## src/sv/kwm_pkg.sv

```systemverilog
`default_nettype none

package kwm_pkg;

    localparam int VALUE_W   = 32;
    localparam int IDX_W     = 3;
    localparam int COUNT_W   = 4;
    localparam int S_TDATA_W = 40;
    localparam int M_TDATA_W = 32;
    localparam int CFG_AW    = 1;
    localparam int CFG_DW    = 32;

    localparam logic [CFG_AW-1:0]  CFG_ADDR_LIST_COUNT = 1'b0;
    localparam logic [COUNT_W-1:0] LIST_COUNT_RESET    = 4'd8;

    localparam logic OP_LOAD  = 1'b0;
    localparam logic OP_MERGE = 1'b1;

    typedef enum logic [3:0] {
        ST_IDLE   = 4'b0001,
        ST_SCAN   = 4'b0010,
        ST_LAST   = 4'b0100,
        ST_DECIDE = 4'b1000
    } state_t;

endpackage

`default_nettype wire

```

## src/sv/k_way_sorted_merge.sv

```systemverilog
// Channel  | Direction | Handshake               | Payload
// s_*      | in        | s_tvalid / s_tready     | s_tdata: list_index, value; s_tuser: operation
// m_*      | out       | m_tvalid / m_tready     | m_tdata: merged_value; m_tlast: last_of_run
// apb      | in        | psel, penable, pready   | register list_count at address 0
//
// A load item leaves the block in the idle state, so the block stays ready for more items.
// A merge item scans every list head through one comparator and one memory read
// port, one scan (states SCAN, LAST, DECIDE) per result, and a final scan
// finds the lists empty, flags the last result and clears all lists.
// The block accepts no item during a merge; a stalled output only holds the merge.
// Reset empties all lists and sets list_count to 8; no memory clearing pass runs.
`default_nettype none

module k_way_sorted_merge
    import kwm_pkg::*;
#(
    parameter int LISTS      = 8,
    parameter int LIST_DEPTH = 8
)
(
    input  wire logic                  clk,
    input  wire logic                  rst_n,
    input  wire logic                  s_tvalid,
    output logic                       s_tready,
    input  wire logic [S_TDATA_W-1:0]  s_tdata,   // [2:0] list_index, [34:3] value, [39:35] zero
    input  wire logic [0:0]            s_tuser,   // [0] operation
    output logic                       m_tvalid,
    input  wire logic                  m_tready,
    output logic [M_TDATA_W-1:0]       m_tdata,   // [31:0] merged_value
    output logic                       m_tlast,
    input  wire logic                  psel,
    input  wire logic                  penable,
    input  wire logic                  pwrite,
    input  wire logic [CFG_AW-1:0]     paddr,
    input  wire logic [CFG_DW-1:0]     pwdata,
    output logic [CFG_DW-1:0]          prdata,
    output logic                       pready
);

    localparam int LW        = (LISTS > 1) ? $clog2(LISTS) : 1;
    localparam int PW        = (LIST_DEPTH > 1) ? $clog2(LIST_DEPTH) : 1;
    localparam int FW        = $clog2(LIST_DEPTH + 1);
    localparam int AW        = LW + PW;
    localparam int MEM_DEPTH = LISTS * (1 << PW);

    state_t state_reg, state_next;

    logic [COUNT_W-1:0]        list_count_reg;
    logic [FW-1:0]             fill_reg [LISTS];
    logic [FW-1:0]             pos_reg [LISTS];
    logic signed [VALUE_W-1:0] mem_reg [MEM_DEPTH];
    logic signed [VALUE_W-1:0] rdata_reg;
    logic [LW-1:0]             i_reg;
    logic                      s1_valid_reg;
    logic                      s1_act_reg;
    logic [LW-1:0]             s1_idx_reg;
    logic [FW-1:0]             s1_pos_reg;
    logic                      best_found_reg;
    logic signed [VALUE_W-1:0] best_val_reg;
    logic [LW-1:0]             best_idx_reg;
    logic [FW-1:0]             best_pos_reg;
    logic                      pend_valid_reg;
    logic signed [VALUE_W-1:0] pend_val_reg;
    logic                      out_valid_reg;
    logic [VALUE_W-1:0]        out_val_reg;
    logic                      out_last_reg;

    logic                      load_fire;
    logic                      merge_fire;
    logic [IDX_W+1:0]          idx_ext;
    logic [LW-1:0]             load_list;
    logic                      load_go;
    logic [LW-1:0]             fill_addr;
    logic [FW-1:0]             fill_sel;
    logic [FW-1:0]             pos_sel;
    logic                      issue_act;
    logic [AW-1:0]             rd_addr;
    logic [AW-1:0]             wr_addr;
    logic                      cmp_take;
    logic                      out_free;
    logic                      decide_go;
    logic                      out_load;
    logic                      scan_start;
    logic                      cfg_write;
    logic                      fill_any;

    assign s_tready   = (state_reg == ST_IDLE);
    assign load_fire  = s_tvalid && s_tready && (s_tuser[0] == OP_LOAD);
    assign merge_fire = s_tvalid && s_tready && (s_tuser[0] == OP_MERGE);
    assign idx_ext    = {2'b00, s_tdata[IDX_W-1:0]};
    assign load_list  = idx_ext[LW-1:0];
    assign fill_addr  = (state_reg == ST_IDLE) ? load_list : i_reg;
    assign fill_sel   = fill_reg[fill_addr];
    assign pos_sel    = pos_reg[i_reg];
    assign load_go    = load_fire && (idx_ext < (IDX_W+2)'(LISTS))
                        && (fill_sel < FW'(LIST_DEPTH));
    assign issue_act  = ((COUNT_W+1)'(i_reg) < {1'b0, list_count_reg})
                        && (pos_sel < fill_sel);
    assign rd_addr    = {i_reg, pos_sel[PW-1:0]};
    assign wr_addr    = {load_list, fill_sel[PW-1:0]};
    assign cmp_take   = s1_valid_reg && s1_act_reg
                        && (!best_found_reg || (rdata_reg < best_val_reg));
    assign out_free   = !out_valid_reg || m_tready;
    assign decide_go  = (state_reg == ST_DECIDE) && (!pend_valid_reg || out_free);
    assign out_load   = decide_go && pend_valid_reg;
    assign scan_start = merge_fire || (decide_go && best_found_reg);
    assign cfg_write  = psel && penable && pwrite && pready;

    assign m_tvalid = out_valid_reg;
    assign m_tdata  = out_val_reg;
    assign m_tlast  = out_last_reg;
    assign pready   = 1'b1;
    assign prdata   = (paddr == CFG_ADDR_LIST_COUNT)
                      ? {{(CFG_DW-COUNT_W){1'b0}}, list_count_reg} : '0;

    always_comb
    begin
        fill_any = 1'b0;
        for (int k = 0; k < LISTS; k++)
        begin
            fill_any = fill_any | (fill_reg[k] != '0);
        end
    end

    always_comb
    begin
        state_next = state_reg;
        unique case (state_reg)
            ST_IDLE:
            begin
                if (merge_fire)
                begin
                    state_next = ST_SCAN;
                end
            end
            ST_SCAN:
            begin
                if (i_reg == LW'(LISTS - 1))
                begin
                    state_next = ST_LAST;
                end
            end
            ST_LAST:
            begin
                state_next = ST_DECIDE;
            end
            ST_DECIDE:
            begin
                if (decide_go)
                begin
                    state_next = best_found_reg ? ST_SCAN : ST_IDLE;
                end
            end
            default:
            begin
                state_next = ST_IDLE;
            end
        endcase
    end

    always_ff @(posedge clk or negedge rst_n)
    begin
        if (!rst_n)
        begin
            state_reg      <= ST_IDLE;
            list_count_reg <= LIST_COUNT_RESET;
            i_reg          <= '0;
            s1_valid_reg   <= 1'b0;
            best_found_reg <= 1'b0;
            pend_valid_reg <= 1'b0;
            out_valid_reg  <= 1'b0;
            for (int k = 0; k < LISTS; k++)
            begin
                fill_reg[k] <= '0;
                pos_reg[k]  <= '0;
            end
        end
        else
        begin
            state_reg    <= state_next;
            s1_valid_reg <= (state_reg == ST_SCAN);

            if (cfg_write && (paddr == CFG_ADDR_LIST_COUNT))
            begin
                list_count_reg <= pwdata[COUNT_W-1:0];
            end

            if (load_go)
            begin
                fill_reg[load_list] <= fill_sel + FW'(1);
            end

            if (scan_start || (state_reg != ST_SCAN) || (i_reg == LW'(LISTS - 1)))
            begin
                i_reg <= '0;
            end
            else
            begin
                i_reg <= i_reg + LW'(1);
            end

            if (scan_start)
            begin
                best_found_reg <= 1'b0;
            end
            else if (cmp_take)
            begin
                best_found_reg <= 1'b1;
            end

            if (merge_fire)
            begin
                pend_valid_reg <= 1'b0;
            end
            else if (decide_go)
            begin
                pend_valid_reg <= best_found_reg;
                if (best_found_reg)
                begin
                    pos_reg[best_idx_reg] <= best_pos_reg + FW'(1);
                end
                else
                begin
                    for (int k = 0; k < LISTS; k++)
                    begin
                        fill_reg[k] <= '0;
                        pos_reg[k]  <= '0;
                    end
                end
            end

            if (out_load)
            begin
                out_valid_reg <= 1'b1;
            end
            else if (m_tready)
            begin
                out_valid_reg <= 1'b0;
            end
        end
    end

    always_ff @(posedge clk)
    begin
        if (load_go)
        begin
            mem_reg[wr_addr] <= s_tdata[IDX_W +: VALUE_W];
        end
        rdata_reg  <= mem_reg[rd_addr];
        s1_idx_reg <= i_reg;
        s1_act_reg <= issue_act;
        s1_pos_reg <= pos_sel;
        if (cmp_take)
        begin
            best_val_reg <= rdata_reg;
            best_idx_reg <= s1_idx_reg;
            best_pos_reg <= s1_pos_reg;
        end
        if (decide_go && best_found_reg)
        begin
            pend_val_reg <= best_val_reg;
        end
        if (out_load)
        begin
            out_val_reg  <= pend_val_reg;
            out_last_reg <= !best_found_reg;
        end
    end

    // The chosen head always belongs to a list that takes part in the merge.
    assert property (@(posedge clk) disable iff (!rst_n)
        (state_reg == ST_DECIDE && best_found_reg)
            |-> ((COUNT_W+1)'(best_idx_reg) < {1'b0, list_count_reg}))
        else $error("merge picked a head outside the active lists");

    // A scan that finds no head ends the merge with every list empty.
    assert property (@(posedge clk) disable iff (!rst_n)
        (decide_go && !best_found_reg) |=> (!fill_any && state_reg == ST_IDLE))
        else $error("lists not cleared at the end of a merge");

    // A new result is only loaded when the output register is free.
    assert property (@(posedge clk) disable iff (!rst_n)
        out_load |-> out_free)
        else $error("output item overwritten before it was taken");

    // The last item of a merge comes only from the scan that found no head.
    assert property (@(posedge clk) disable iff (!rst_n)
        (out_load && best_found_reg) |=> !m_tlast)
        else $error("last flag set while heads remain");

endmodule

`default_nettype wire
```

## config.mk

```make
export PLATFORM = sky130hd
export DESIGN_NAME = k_way_sorted_merge
export DESIGN_NICKNAME = d
export VERILOG_FILES = /design/src/sv/kwm_pkg.sv /design/src/sv/k_way_sorted_merge.sv
export SDC_FILE = /design/constraint.sdc
export NUM_CORES = 2
export LEC_CHECK = 0
export BUFFER_PORTS_ARGS = -buffer_cell sky130_fd_sc_hd__clkbuf_2
export CAP_MARGIN = 40
export CORE_MARGIN = 4
export CORE_UTILIZATION = 60
export DETAILED_ROUTE_END_ITERATION = 6
export HOLD_SLACK_MARGIN = 0.1
export PLACE_DENSITY = 0.77
export SYNTH_ARGS = -nofsm -noshare
export SYNTH_HDL_FRONTEND = slang
export SYNTH_SLANG_ARGS = --single-unit
```

## constraint.sdc

```tcl
create_clock -name clk -period 6.4 [get_ports clk]
set_input_delay 0.64 -clock clk [delete_from_list [all_inputs] [get_ports clk]]
set_output_delay 0.64 -clock clk [all_outputs]
set_load 0.02 [all_outputs]
```

* Word-level counts from Yosys, hierarchy flattened
Memories as Yosys holds them, arrays and structs flattened. A register that Yosys moved wholly into a read port is not among the register bits.
Cells that the tools add are included.
** Storage, ports and cells
- Flip-flop bits (word level) :: 191
- RAM bits :: 2048
- Bits of input ports :: 81
- Output and inout port bits :: 68
- Memories kept :: 1
** Cells by class
- Add/sub/neg operators :: 3
- Order comparisons :: 11
- Eq/ne operators :: 9
- Muxes and demuxes :: 33
- Bitwise logic cells :: 7
- Reduce and logical (&&, ||, !) cells :: 30
** Memory list
- mem_reg :: depth 64, bits a word 32, read ports 1, clocked after memory_dff 1, write ports 1, line k_way_sorted_merge.sv:51 : logic signed [VALUE_W-1:0] mem_reg [MEM_DEPTH];
** Operators by type and width (count)
- $mux W32 :: 5
- $bwmux W32 :: 2
- $mux W4 :: 10
- $lt A32 B32 Y1 :: 1
- $bmux W4 S3 :: 2
- $demux W4 S3 :: 2
- $ge A4 B4 Y1 const B :: 4
- $logic_and A1 B1 Y1 :: 16
- $not A3 Y4 :: 4
- $pmux W4 S4 :: 1
- $add A4 B1 Y4 const B :: 2
- $lt A4 B1 Y1 const B :: 2
- $mux W1 :: 8
- $logic_or A1 B1 Y1 :: 6
- $mux W3 :: 2
- $reduce_bool A2 Y1 :: 3
- $eq A4 B1 Y1 const B :: 1
- $eq A4 B2 Y1 const B :: 1
- $eq A4 B3 Y1 const B :: 1
- $eq A4 B4 Y1 const B :: 1
- $lt A3 B4 Y1 :: 1
- $lt A3 B4 Y1 const B :: 1
- $lt A4 B4 Y1 :: 1
- $lt A4 B4 Y1 const B :: 1
- other kinds (10) :: 15

* Longest topological paths before layout
- Depth after elaboration :: 12
- Gate-level depth with buffers :: 14

* Worst setup path before layout
OpenSTA, ideal clock, no wires.
- Path kind :: reg2reg
- From :: reg best_val_reg[17]
- To :: reg best_idx_reg[0] (enable)
- Arrival :: 4.482 ns
- Path slack :: 1.424 ns
- Cell stages (with the launch flop) :: 10
- Path buffers :: 0
- Cells stage by stage :: edfxtp_1 > inv_1 > ha_1 > a21o_1 > a21o_1 > a21oi_1 > o21ai_0 > a211oi_1 > o311ai_0 > a211oi_1
** On the way
- Word-level cells in the longest chain between the ends :: 3
** RTL lines
- from (decl) :: line k_way_sorted_merge.sv:59 : logic signed [VALUE_W-1:0] best_val_reg;
- from (signal assigned) :: line k_way_sorted_merge.sv:255 : best_val_reg <= rdata_reg;
- $lt A32 B32 Y1 :: line k_way_sorted_merge.sv:102 : && (!best_found_reg || (rdata_reg < best_val_reg));
- $logic_or A1 B1 Y1 :: line k_way_sorted_merge.sv:102
- $logic_and A1 B1 Y1 :: line k_way_sorted_merge.sv:102
- named net cmp_take :: line k_way_sorted_merge.sv:79 : logic cmp_take;
- to (signal assigned) :: line k_way_sorted_merge.sv:256 : best_idx_reg <= s1_idx_reg;
- to (decl) :: line k_way_sorted_merge.sv:60 : logic [LW-1:0] best_idx_reg;
The timed path passes the listed nets, and every way through them passes these cells.
A chain may end at the register's enable or synchronous reset.

* Worst setup path in the final report
- From :: reg state_reg[0]
- To :: mem mem_reg[8][21] (enable)
** On the way
- Word-level cells in the longest chain between the ends :: 10
- Elaborated cells on any way between the ends :: 13
** RTL lines
- from (decl) :: line k_way_sorted_merge.sv:46 : state_t state_reg, state_next;
- from (signal assigned) :: line k_way_sorted_merge.sv:180 : state_reg <= state_next;
- $eq A4 B1 Y1 (*) :: line k_way_sorted_merge.sv:87, k_way_sorted_merge.sv:92
- $mux W3 :: line k_way_sorted_merge.sv:92 : assign fill_addr = (state_reg == ST_IDLE) ? load_list : i_reg;
- $not A3 Y4 (not written as such) :: line k_way_sorted_merge.sv:93 : assign fill_sel = fill_reg[fill_addr];
- $bmux W4 S3 :: line k_way_sorted_merge.sv:93
- $mux W4 (not written as such) (2 in series) :: line k_way_sorted_merge.sv:93
- $lt A4 B4 Y1 :: line k_way_sorted_merge.sv:96 : && (fill_sel < FW'(LIST_DEPTH));
- $logic_and A1 B1 Y1 :: line k_way_sorted_merge.sv:96
- $mux W1 :: line k_way_sorted_merge.sv:245 : if (load_go)
- $mux W1 (not written as such) :: line k_way_sorted_merge.sv:247 : mem_reg[wr_addr] <= s_tdata[IDX_W +: VALUE_W];
- to (decl) :: line k_way_sorted_merge.sv:51
Mark *: on every way between the ends. The rest lies on a longest branch, timed or not. The select of a mux whose other input is x is not followed.

==> run summary <==
Final Hold Fails -> 0
Slowest stage delay, CP -> 940 ps
Maxcap violations -> 0
Initial antenna violation count -> 21
PD cells -> 313 nW/um^2
Global-route usage over all layers -> 29.9%
Mapped Cells -> 5,107
Synth area leader -> edfxtp_1
CTS clk-pin slew, worst paths -> 60 ps
Fmax achieved -> 0.192 GHz
Hold_sp -> s_tvalid
Total number of vias -> 48,700
Status -> finished with violations
DRT Wirelength -> 226,000 um
Area Overhead vs Synth -> 12.3%
Final net count -> 5,487
Yosys cell types -> 55
Worst r2r dst -> mem_reg[8][21]
Critical path, cell by cell -> nor4b_4 > mux2i_2 > mux4_2 > nor2_1 > nand3_1 > nor2_4 > buf_4
Layout cells sized above 1 -> 17.4%
Signal arrival time at the worst endpoint -> 5670 ps
Flops & latches, synth -> 2,271
CTS H-tree depth -> 4
FF-to-FF path depth -> 7
CP Capture Type -> flop
GRT overflow -> 0
Post-DRT Antenna Nets -> 0
CP max-delay cell -> nor2_4
DP Wirelength -> 123,000 um
Syn Area/Cell -> 17.1 sq um
Post-synth top flop -> edfxtp_1
Drt drc -> 1
Slew Limit Headroom -> 15.9%
Worst vdd ir -> 0.293 mV
Clk sinks -> 2,271
IO buf count -> 86
Die H -> 389 um
Max Clock Skew -> 30.4 ps
Netlist Area Pre-Place -> 87,100 sq um
Number of synthesized flops with an enable pin -> 2,152
Filler cell count -> 8,724
Max Slew Vio Count -> 0
# setup viols final -> 0
Number of synthesis warnings -> 0
Hold EP -> state_reg[0]
Worst R2R Start -> state_reg[0]
PostCTS Resize Cnt -> 0
DR iter-0 viols -> 8,027
GP Congestion -> 0.851
Worst path bufs/invs -> 1
WL/cell -> 30.3 um
Row count -> 139
CTS tree -> yes
Fraction of registers with async set/reset -> 3.48%
Final period util -> 81.2%
Cts bufs inserted -> 206
Root buffer cell -> clkbuf_16
Vias in the first global route -> 48,900
Largest register FFs -> 2,048
Die footprint -> 151,000 sq um
DR vias/cell -> 6.54
Hold depth -> 4
Synth top area share -> 74.2%
Top cell family by delay on the critical path -> simple AND/OR/NAND/NOR gates
Pleak -> 31.5 nW
First-pass GRT wire length -> 328,000 um
Largest net degree at the start of global routing -> 191
Area contributors post-synth -> edfxtp_1 74%, mux4_2 7.0%, nand2_1 4.1%, mux2i_1 2.4%, dfrtp_1 2.2%
HP Class -> in2reg
Crit Path Class -> reg2reg
Post-route minimum period -> 5200 ps
Worst Path Max Fanout -> 17
Worst-Skew Late Latency -> 820 ps
Placed Instance Area -> 91,300 sq um
Worst-case clock buffer depth -> 3
Reg-to-reg setup timing slack -> 1200 ps
Cell with the most instances after synthesis -> edfxtp_1
Failing checks -> design-rule violations
Sequential area share after synthesis -> 77.4%
First-pass DRT Iterations -> 7
Critical Path Source Type -> flop
Critical Path RT -> 6870 ps
Unrepaired setup endpoints after global routing -> false
Final instance area -> 97,800 sq um
Measured slew at the worst slew-check pin -> 1260 ps
Top cells by count, synth -> 2,152 x edfxtp_1, 945 x nand2_1, 339 x a21oi_1
Core Box Area -> 144,000 sq um
I/O pin cnt -> 149
Initial Util -> 60.6%
Final setup TNS -> 0 ps
Die width -> 389 um
## report_power, final
group	switching [mW]	total, mW	internal [mW]
logic	1.45	2.03	0.584
clock network	5.28	11.9	6.63
registers	0.152	16.7	16.5
total	6.88	30.6	23.7
## area by class of cell
cell class | count | area (sq um) | share of cell area, %
sequential | 2271 | 67400 | 68.9
multi-input combinational | 2524 | 18700 | 19.1
clock inverter | 117 | 937 | 0.958
clock buffer | 257 | 5500 | 5.63
timing repair buffer | 317 | 2690 | 2.75
tap | 1903 | 2380 | 2.43
inverter | 46 | 188 | 0.192
antenna | 12 | 30.0 | 0.0307
## worst reg2reg max path, delay by kind of cell (launching register included)
family / cells / cell delay (ps)
simple gates: 4 / 2360
mux: 2 / 1470
flops: 1 / 570
buf+inv: 1 / 450
## what timing repair did
| action | 4_1_cts | 5_1_grt |
|---|---|---|
| hold buffers | 6 | 0 |
| hold endpoints to repair | 83 | 0 |
| setup buffers | 0 | 0 |
## layout by cell type (no fill, tap or decap), types with 85 or more instances in the layout
master and count:
nor4_1 161, buf_4 183, a21oi_1 339, nand2_1 943
mux2i_1 210, clkbuf_2 85, mux4_2 268, clkbuf_16 210
edfxtp_1 2152, o21ai_0 112
## worst max path at each step
stage | from | to | cells after the start
after floorplan | best_val_reg[17] | best_idx_reg[0] | 9
after global placement | i_reg[0] | rdata_reg[7] | 9
after detailed placement | state_reg[0] | mem_reg[33][21] | 7
after CTS | state_reg[0] | mem_reg[33][26] | 7
after global routing | state_reg[0] | mem_reg[52][20] | 9
final | state_reg[0] | mem_reg[8][21] | 7
## cell families after synthesis
| group | Yosys count | synth area share [%] |
|---|---|---|
| simple gates | 1417 | 7.14 |
| buf+inv | 339 | 1.96 |
| mux | 489 | 9.56 |
| flops | 2271 | 77.4 |
| fa+ha+maj | 40 | 0.575 |
| xor+xnor | 3 | 0.0302 |
| compound gates | 546 | 3.34 |
| other cells | 2 | 0.00862 |
## layer usage
layer  GRT usage (%)  routed length, um  vias to the layer above
met5               0                 46                        -
met1            40.0              78600                    24500
met4            14.7              12600                        8
met3            6.13              25900                      640
met2            47.5             109000                     3339
li1                -                  -                    20200
## per-stage QoR
| step | instances | worst slack (ps) | hold slack (ps) | utilization (%) | power (mW) |
|---|---|---|---|---|---|
| final | 7447 | 1200 | 263 | 68.0 | 30.6 |
| after global routing | 7439 | 992 | 252 | 68.0 | 31.4 |
| after CTS | 7434 | 1190 | 201 | 68.0 | 30.6 |
| after detailed placement | 7054 | 1220 | 394 | 63.4 | 18.9 |
| after global placement | 7034 | 403 | 387 | 63.2 | 18.8 |
| after floorplan | 5134 | 1420 | 344 | - | 17.8 |
No activity file was read; power rests on OpenSTA's default activity.
